File: config.mk
export PLATFORM = sky130hd
export DESIGN_NAME = rc4_stream_cipher
export DESIGN_NICKNAME = d
export VERILOG_FILES = /design/src/hdl/rc4_pkg.sv /design/src/hdl/rc4_ram.sv /design/src/hdl/rc4_stream_cipher.sv
export SDC_FILE = /design/constraint.sdc
export NUM_CORES = 2
export LEC_CHECK = 0
export BUFFER_PORTS_ARGS = -buffer_cell sky130_fd_sc_hd__buf_2
export CORE_ASPECT_RATIO = 0.6
export CORE_MARGIN = 2
export CORE_UTILIZATION = 30
export CTS_CLUSTER_DIAMETER = 30
export DETAILED_ROUTE_END_ITERATION = 8
export PLACE_DENSITY = 0.44
export SETUP_SLACK_MARGIN = 0.1
export SLEW_MARGIN = 20
export SYNTH_ARGS = -nofsm -noshare
export SYNTH_HDL_FRONTEND = slang
export SYNTH_SLANG_ARGS = --single-unit
export TNS_END_PERCENT = 10
File: constraint.sdc
create_clock -name i_clk -period 10.9 [get_ports i_clk]
set_input_delay 1.635 -clock i_clk [delete_from_list [all_inputs] [get_ports i_clk]]
set_output_delay 1.635 -clock i_clk [all_outputs]
set_load 0.1 [all_outputs]
File: src/hdl/rc4_pkg.sv
// rc4 engine types, constants and microcode table
package rc4_pkg;

    localparam int SBOX_DEPTH = 256;
    localparam int BYTE_W     = 8;
    localparam int LEN_W      = 9;
    localparam logic [LEN_W-1:0]  KEY_LEN_RESET = 9'd16;
    localparam logic [BYTE_W-1:0] SB_LAST       = 8'(SBOX_DEPTH - 1);

    // request opcodes
    typedef enum logic [1:0] {
        OP_LOAD  = 2'd0,
        OP_SCHED = 2'd1,
        OP_CRYPT = 2'd2
    } t_opcode;

    // microcode steps
    typedef enum logic [4:0] {
        UPC_IDLE,
        UPC_RFILL,
        UPC_RDONE,
        UPC_SCLR,
        UPC_SFILL,
        UPC_P0,
        UPC_P1,
        UPC_P2,
        UPC_P3,
        UPC_P4,
        UPC_SDONE,
        UPC_C0,
        UPC_C1,
        UPC_C2,
        UPC_C3,
        UPC_C4,
        UPC_C5,
        UPC_C6
    } t_upc;

    // s-box address sources
    typedef enum logic [1:0] {
        ASEL_I,
        ASEL_I1,
        ASEL_J,
        ASEL_T
    } t_asel;

    // s-box write data sources
    typedef enum logic [1:0] {
        DSEL_I,
        DSEL_RD,
        DSEL_A
    } t_dsel;

    // j register operations
    typedef enum logic [1:0] {
        JOP_NONE,
        JOP_ADD,
        JOP_KEY
    } t_jop;

    // i register operations
    typedef enum logic [1:0] {
        IOP_NONE,
        IOP_INC,
        IOP_CLR
    } t_iop;

    // sequencer branch kinds
    typedef enum logic [1:0] {
        BR_NEXT,
        BR_LOOP,
        BR_IDLE
    } t_br;

    // one control word
    typedef struct packed {
        t_asel raddr;
        logic  we;
        t_asel waddr;
        t_dsel wdata;
        t_iop  iop;
        t_jop  jop;
        logic  ld_a;
        logic  ld_b;
        logic  kadv;
        logic  set_keyed;
        logic  emit;
        logic  emit_xor;
        t_br   br;
        t_upc  target;
    } t_uword;

    // control store: reset fill, key schedule, crypt step
    function automatic t_uword ucode(input t_upc pc);
        t_uword w;
        w = '0;
        w.br = BR_NEXT;
        case (pc)
            UPC_IDLE: begin
                w.br = BR_IDLE;
            end
            UPC_RFILL: begin
                w.we = 1'b1; w.waddr = ASEL_I; w.wdata = DSEL_I;
                w.iop = IOP_INC; w.br = BR_LOOP; w.target = UPC_RFILL;
            end
            UPC_RDONE: begin
                w.br = BR_IDLE;
            end
            UPC_SCLR: begin
                w.iop = IOP_CLR;
            end
            UPC_SFILL: begin
                w.we = 1'b1; w.waddr = ASEL_I; w.wdata = DSEL_I;
                w.iop = IOP_INC; w.br = BR_LOOP; w.target = UPC_SFILL;
            end
            UPC_P0: begin
                w.raddr = ASEL_I;
            end
            UPC_P1: begin
                w.jop = JOP_KEY; w.ld_a = 1'b1;
            end
            UPC_P2: begin
                w.raddr = ASEL_J;
            end
            UPC_P3: begin
                w.we = 1'b1; w.waddr = ASEL_I; w.wdata = DSEL_RD;
            end
            UPC_P4: begin
                w.we = 1'b1; w.waddr = ASEL_J; w.wdata = DSEL_A;
                w.iop = IOP_INC; w.kadv = 1'b1;
                w.br = BR_LOOP; w.target = UPC_P0;
            end
            UPC_SDONE: begin
                w.iop = IOP_CLR; w.set_keyed = 1'b1; w.emit = 1'b1;
                w.br = BR_IDLE;
            end
            UPC_C0: begin
                w.raddr = ASEL_I1; w.iop = IOP_INC;
            end
            UPC_C1: begin
                w.jop = JOP_ADD; w.ld_a = 1'b1;
            end
            UPC_C2: begin
                w.raddr = ASEL_J;
            end
            UPC_C3: begin
                w.we = 1'b1; w.waddr = ASEL_I; w.wdata = DSEL_RD; w.ld_b = 1'b1;
            end
            UPC_C4: begin
                w.we = 1'b1; w.waddr = ASEL_J; w.wdata = DSEL_A;
            end
            UPC_C5: begin
                w.raddr = ASEL_T;
            end
            UPC_C6: begin
                w.emit = 1'b1; w.emit_xor = 1'b1; w.br = BR_IDLE;
            end
            default: begin
                w.br = BR_IDLE;
            end
        endcase
        return w;
    endfunction

endpackage

File: src/hdl/rc4_ram.sv
// generic simple dual-port ram with registered read
module rc4_ram #(
    parameter int WIDTH = 8,
    parameter int DEPTH = 256
) (
    input  logic                     i_clk,
    input  logic                     i_we,
    input  logic [$clog2(DEPTH)-1:0] i_waddr,
    input  logic [WIDTH-1:0]         i_wdata,
    input  logic [$clog2(DEPTH)-1:0] i_raddr,
    output logic [WIDTH-1:0]         o_rdata
);

    logic [WIDTH-1:0] r_mem [DEPTH];
    logic [WIDTH-1:0] r_rdata;

    // write port
    always_ff @(posedge i_clk) begin
        if (i_we) begin
            r_mem[i_waddr] <= i_wdata;
        end
    end

    // registered read, old data on a same-address write
    always_ff @(posedge i_clk) begin
        r_rdata <= r_mem[i_raddr];
    end

    assign o_rdata = r_rdata;

endmodule

File: src/hdl/rc4_stream_cipher.sv
// rc4 engine: microcoded sequencer over an s-box ram and a key store ram
// result strobe: registered straight from the request for a key load, after steps UPC_C0 to UPC_C6
//   for crypt, after the fill and permute loops for key schedule; no new request is taken while busy
// reset: synchronous, active low; afterwards busy stays high while the s-box is
//   filled with the identity, key length returns to 16 and keyed to 0
// results cannot be stalled by the receiver
module rc4_stream_cipher (
    input  logic       i_clk,
    input  logic       i_rst_n,
    input  logic       start,
    output logic       busy,
    input  logic [1:0] i_opcode,
    input  logic [7:0] i_key_index,
    input  logic [7:0] i_data_in,
    output logic       o_done,
    output logic [7:0] o_data_out,
    output logic       o_keyed,
    input  logic       i_cfg_valid,
    output logic       o_cfg_ready,
    input  logic [8:0] i_cfg_data
);

    import rc4_pkg::*;

    t_upc              r_pc, n_pc;
    t_uword            uw;
    logic [BYTE_W-1:0] r_i, n_i;
    logic [BYTE_W-1:0] r_j, n_j;
    logic [BYTE_W-1:0] r_kidx, n_kidx;
    logic [BYTE_W-1:0] r_a, n_a;
    logic [BYTE_W-1:0] r_b, n_b;
    logic [BYTE_W-1:0] r_din, n_din;
    logic [BYTE_W-1:0] r_data_out, n_data_out;
    logic [LEN_W-1:0]  r_key_length, n_key_length;
    logic              r_keyed, n_keyed;
    logic              r_done, n_done;

    logic              accept;
    t_opcode           op;
    logic [BYTE_W-1:0] sb_raddr, sb_waddr, sb_wdata, sb_rdata;
    logic [BYTE_W-1:0] key_rdata;
    logic [BYTE_W-1:0] t_addr;
    logic [LEN_W-1:0]  kidx_inc;

    assign busy        = (r_pc != UPC_IDLE);
    assign accept      = i_rst_n && start && !busy;
    assign op          = t_opcode'(i_opcode);
    assign o_cfg_ready = 1'b1;
    assign o_done      = r_done;
    assign o_data_out  = r_data_out;
    assign o_keyed     = r_keyed;

    // control word for the current step
    always_comb begin
        uw = ucode(r_pc);
    end

    // next step: dispatch from idle, loops on the i counter
    always_comb begin
        n_pc = r_pc;
        case (uw.br)
            BR_NEXT: n_pc = t_upc'(r_pc + 5'd1);
            BR_LOOP: n_pc = (r_i != SB_LAST) ? uw.target : t_upc'(r_pc + 5'd1);
            BR_IDLE: n_pc = UPC_IDLE;
            default: n_pc = UPC_IDLE;
        endcase
        if (r_pc == UPC_IDLE) begin
            n_pc = UPC_IDLE;
            if (accept) begin
                case (op)
                    OP_SCHED: n_pc = UPC_SCLR;
                    OP_CRYPT: n_pc = UPC_C0;
                    default:  n_pc = UPC_IDLE;
                endcase
            end
        end
    end

    // s-box address and data selection
    assign t_addr = r_a + r_b;

    always_comb begin
        case (uw.raddr)
            ASEL_I:  sb_raddr = r_i;
            ASEL_I1: sb_raddr = r_i + 8'd1;
            ASEL_J:  sb_raddr = r_j;
            ASEL_T:  sb_raddr = t_addr;
            default: sb_raddr = r_i;
        endcase
        case (uw.waddr)
            ASEL_J:  sb_waddr = r_j;
            default: sb_waddr = r_i;
        endcase
        case (uw.wdata)
            DSEL_I:  sb_wdata = r_i;
            DSEL_RD: sb_wdata = sb_rdata;
            DSEL_A:  sb_wdata = r_a;
            default: sb_wdata = r_i;
        endcase
    end

    // key index wraps at the key length; zero length behaves as one
    assign kidx_inc = {1'b0, r_kidx} + 9'd1;

    // datapath register updates
    always_comb begin
        n_i          = r_i;
        n_j          = r_j;
        n_kidx       = r_kidx;
        n_a          = uw.ld_a ? sb_rdata : r_a;
        n_b          = uw.ld_b ? sb_rdata : r_b;
        n_din        = accept ? i_data_in : r_din;
        n_key_length = (i_cfg_valid && o_cfg_ready) ? i_cfg_data : r_key_length;
        n_keyed      = uw.set_keyed ? 1'b1 : r_keyed;
        n_done       = 1'b0;
        n_data_out   = r_data_out;
        case (uw.iop)
            IOP_INC: n_i = r_i + 8'd1;
            IOP_CLR: begin
                n_i    = '0;
                n_j    = '0;
                n_kidx = '0;
            end
            default: n_i = r_i;
        endcase
        case (uw.jop)
            JOP_ADD: n_j = r_j + sb_rdata;
            JOP_KEY: n_j = r_j + sb_rdata + key_rdata;
            default: ;
        endcase
        if (uw.kadv) begin
            n_kidx = (kidx_inc >= r_key_length) ? '0 : kidx_inc[BYTE_W-1:0];
        end
        // result strobe: end of schedule or crypt, or an accepted request with no program (key load, unused opcode)
        if (uw.emit) begin
            n_done     = 1'b1;
            n_data_out = uw.emit_xor ? (r_din ^ sb_rdata) : '0;
        end else if (accept && op != OP_SCHED && op != OP_CRYPT) begin
            n_done     = 1'b1;
            n_data_out = '0;
        end
    end

    // control registers
    always_ff @(posedge i_clk) begin
        if (!i_rst_n) begin
            r_pc         <= UPC_RFILL;
            r_i          <= '0;
            r_j          <= '0;
            r_kidx       <= '0;
            r_key_length <= KEY_LEN_RESET;
            r_keyed      <= 1'b0;
            r_done       <= 1'b0;
        end else begin
            r_pc         <= n_pc;
            r_i          <= n_i;
            r_j          <= n_j;
            r_kidx       <= n_kidx;
            r_key_length <= n_key_length;
            r_keyed      <= n_keyed;
            r_done       <= n_done;
        end
    end

    // payload registers
    always_ff @(posedge i_clk) begin
        r_a        <= n_a;
        r_b        <= n_b;
        r_din      <= n_din;
        r_data_out <= n_data_out;
    end

    // s-box memory
    rc4_ram #(
        .WIDTH (BYTE_W),
        .DEPTH (SBOX_DEPTH)
    ) u_sbox (
        .i_clk   (i_clk),
        .i_we    (uw.we),
        .i_waddr (sb_waddr),
        .i_wdata (sb_wdata),
        .i_raddr (sb_raddr),
        .o_rdata (sb_rdata)
    );

    // key store memory, written by load requests
    rc4_ram #(
        .WIDTH (BYTE_W),
        .DEPTH (SBOX_DEPTH)
    ) u_key_store (
        .i_clk   (i_clk),
        .i_we    (accept && op == OP_LOAD),
        .i_waddr (i_key_index),
        .i_wdata (i_data_in),
        .i_raddr (r_kidx),
        .o_rdata (key_rdata)
    );

endmodule

==> flow_metrics.env <==
export IMPL_outcome="finished clean"
export IMPL_post_place_ws_ns=4.484
export IMPL_fin_nets=10270
export IMPL_power_leakage_uw=0.06334
export IMPL_cts_sinks=4184
export IMPL_netlist_instances=9935
export IMPL_slew_headroom=0.1381
export IMPL_ctsResizeCount=0
export IMPL_drive_above_1_share=0.2024
export IMPL_synth_nets=10020
export IMPL_ys_types=83
export IMPL_post_cts_buffers=0
export IMPL_wl_per_cell_um=29.47
export IMPL_cp_cell_sequence="and4bb_1 > a211oi_2 > o31a_2 > buf_12 > buf_4 > mux4_2 > nand2_1 > and3_1 > o21ai_0 > nand4_1 > o211a_1 > o41ai_1"
export IMPL_rsz0062_at_grt="false"
export IMPL_powerDensity_nw_per_um2=230.1
export IMPL_ys_warn_count=0
export IMPL_finalSetupViolations=0
export IMPL_fin_tns_setup_ns=0
export IMPL_critPathMaxFanout=114
export IMPL_grt_max_degree=162
export IMPL_synthAdderAreaFrac=0.003892
export IMPL_num_vias=95440
export IMPL_fp_dieArea_um2=561200
export IMPL_drt_iter0_drc=13050
export IMPL_critPathCaptureType="register"
export IMPL_fillers=51480
export IMPL_fp_row_count=211
export IMPL_synthSimpleGateAreaFrac=0.09062
export IMPL_holdPathStages=2
export IMPL_area_growth_pct=19.05
export IMPL_worstMarginPinSlew_ns=1.293
export IMPL_core_area_um2=551800
export IMPL_synth_avg_cell_area_um2=16.76
export IMPL_postRouteAntennaNets=0
export IMPL_cts_inserted_buffers=655
export IMPL_crit_path_start_kind="register"
export IMPL_slew_viol_final=0
export IMPL_max_freq_ghz=0.1525
export IMPL_synth_seq_cells=4184
export IMPL_track_usage=0.1847
export IMPL_viasPerCell=5.270
export IMPL_synth_compound_area_frac=0.02580
export IMPL_fin_skew_ns=0.07683
export IMPL_num_io_pins=43
export IMPL_power_total_uw=45620
export IMPL_max_cap_viol_count=0
export IMPL_critPathSlowestCell="o31a_2"
export IMPL_clkSlewWorstSetupHoldPaths_ns=0.05
export IMPL_io_buffers=41
export IMPL_fin_crit_sh=0.6017
export IMPL_holdWs_ns=0.5204
export IMPL_gp_congestion=0.8972
export IMPL_timing_rr_start="r_pc[2]"
export IMPL_cts_root_buf="clkbuf_16"
export IMPL_setup_ws_ns=4.342
export IMPL_die_h_um=581.1
export IMPL_insertion_delay_ns=1.10
export IMPL_die_w_um=965.8
export IMPL_reg2reg_to="u_sbox.o_rdata[0]"
export IMPL_final_cell_area_um2=198200
export IMPL_ys_flop_type="edfxtp_1"
export IMPL_postCtsHoldBufs=0
export IMPL_grt_pass1_wl_um=741900
export IMPL_cts_tree="yes"
export IMPL_synth_edf_count=4128
export IMPL_cts_max_level=6
export IMPL_place_area_um2=175500
export IMPL_grt_pass1_vias=91950
export IMPL_required_ns=11.87
export IMPL_synthArstFlopShare=0
export IMPL_hold_viol_final=0
export IMPL_muxShareOfSynthArea=0.1086
export IMPL_period_needed_ns=6.558
export IMPL_hold_class="register to register"
export IMPL_ys_seq_area_frac=0.7511
export IMPL_start_util=0.3018
export IMPL_min_to="r_key_length[5]"
export IMPL_antenna_found_initial=92
export IMPL_syn_area_um2=166500
export IMPL_drc=0
export IMPL_synth_xor_area_frac=0.001781
export IMPL_dp_hpwl_um=326400
export IMPL_cp_slowest_stage_delay_ns=0.87
export IMPL_worstSetupPathType="register to register"
export IMPL_vdd_ir_drop_max_uv=170.6
export IMPL_regToRegSetupSlack_ns=4.34
export IMPL_dr_pass1_iters=6
export IMPL_min_from="r_key_length[5]"
export IMPL_cp_data_arrival_time_ns=7.53
export IMPL_clock_path_buffers=4
export IMPL_r2r_cells=12
export IMPL_grt_overflow_total=0
export IMPL_synth_top_family_by_area="multiplexers"
export IMPL_routed_wl_um=533700
-- cells in the mapped netlist (22+ instances only) --
cell type	n	area [um2]
a31oi_1	76	475.5
edfxtp_1	4128	124000
clkbuf_1	317	1190
o21ai_0	52	260.3
buf_4	40	300.3
buf_1	50	187.7
nor2_1	606	2275
a21oi_1	79	395.4
nand3_1	861	4309
inv_1	41	153.9
nand4_1	39	244.0
mux2i_1	140	1401
and3_1	106	663.1
a221oi_1	28	245.2
o22ai_1	22	137.6
dfxtp_1	56	1121
a311oi_1	138	1209
nand2_1	1761	6610
and2_1	24	150.1
mux4_2	739	16640
nor2b_1	37	231.5
xnor2_1	25	219.0
nor3_1	31	155.2
buf_2	215	1076
ha_1	47	588.1
-- how the worst max path moves through the flow --
stage                        from                 end  slack [ns]  depth (start not counted)
after floorplan           r_pc[2]  u_sbox.r_mem[0][6]        0.46                         10
after global placement    r_pc[1]   u_sbox.o_rdata[6]        4.30                         14
after detailed placement  r_pc[1]   u_sbox.o_rdata[1]        4.48                         14
after CTS                 r_pc[1]   u_sbox.o_rdata[1]        4.49                         14
after global routing      r_pc[2]   u_sbox.o_rdata[3]        4.19                         12
final                     r_pc[2]   u_sbox.o_rdata[0]        4.34                         12
-- layout make-up --
type                    count  area (um2)  share of cell area
flip-flops and latches   4184      125100              0.6310
multi-input cells        5078       39010              0.1968
clock buffers             726       16860             0.08504
well taps                7348        9194             0.04638
clock inverters           488        5768             0.02910
repair buffers            232        2128             0.01074
inverters                  41       153.9           0.0007763
diodes                     13       32.53           0.0001641
-- registers in the layout, summed over array words and instances (netlist names) --
name / cells
r_din: 8
r_kidx: 8
u_sbox.r_mem: 2048
r_i: 8
u_key_store.o_rdata: 8
r_j: 8
r_b: 8
o_data_out: 8
u_key_store.r_mem: 2048
r_pc: 5
o_done: 1
r_a: 8
u_sbox.o_rdata: 8
r_key_length: 9
o_keyed: 1
-- critical path, delay by kind of cell (launching register included) --
kind            cells  cell delay (ns)
flops               1             0.77
mux                 1             0.32
buf+inv             2             1.22
simple gates        4             1.46
compound gates      5             2.43
-- layer usage --
metal	global-route usage	up-vias	part of all wire
li1	-	39560	-
met4	0.03826	8	0.020
met5	0	-	0.000086
met1	0.3006	50610	0.48
met2	0.2378	4589	0.39
met3	0.05453	678	0.11
-- report_power, final --
| group | switching (uW) | internal (uW) |
|---|---|---|
| Combinational | 4600 | 1520 |
| Clock | 8080 | 13300 |
| Sequential | 92.5 | 18100 |
| Total | 12800 | 32800 |
-- per-stage QoR --
step,instances,utilization
floorplan,9935,-
global placement,16880,0.3179
detailed placement,16880,0.3181
CTS,18100,0.3592
global route,18110,0.3593
finish,18110,0.3593
-- logic make-up after synthesis --
group,count (synthesis)
buffers and inverters,673
AND/OR/NAND/NOR,3529
adder cells (fa/ha/maj),50
AO/OA/AOI/OAI,583
multiplexers,882
other,1
flip-flops,4184
XOR/XNOR,33
-- cell usage in the layout, fill, tap and decap left out, drive strengths merged, types with 11 or more instances in the layout --
cell,netlist,layout
a21oi,81,81
buf,315,232
o21ai,59,59
ha,47,47
o221ai,18,18
diode,0,13
a21boi,14,14
o31ai,15,15
nor2b,37,37
nand3,861,861
nand4,39,39
dfxtp,56,56
nor3,31,31
clkinv,0,256
xnor2,26,26
inv,41,129
and2,25,25
bufinv,0,81
a21o,11,11
a22oi,13,13
a221oi,28,28
a31oi,76,76
clkinvlp,0,63
o22ai,24,24
nand2,1761,1761
nand2b,12,12
a311oi,138,138
a211oi,13,13
nor4,18,18
o211ai,12,12
edfxtp,4128,4128
mux2i,141,141
mux4,739,739
nor2,606,606
clkbuf,317,726
and3,106,106
No activity file was read; power rests on OpenSTA's default activity.
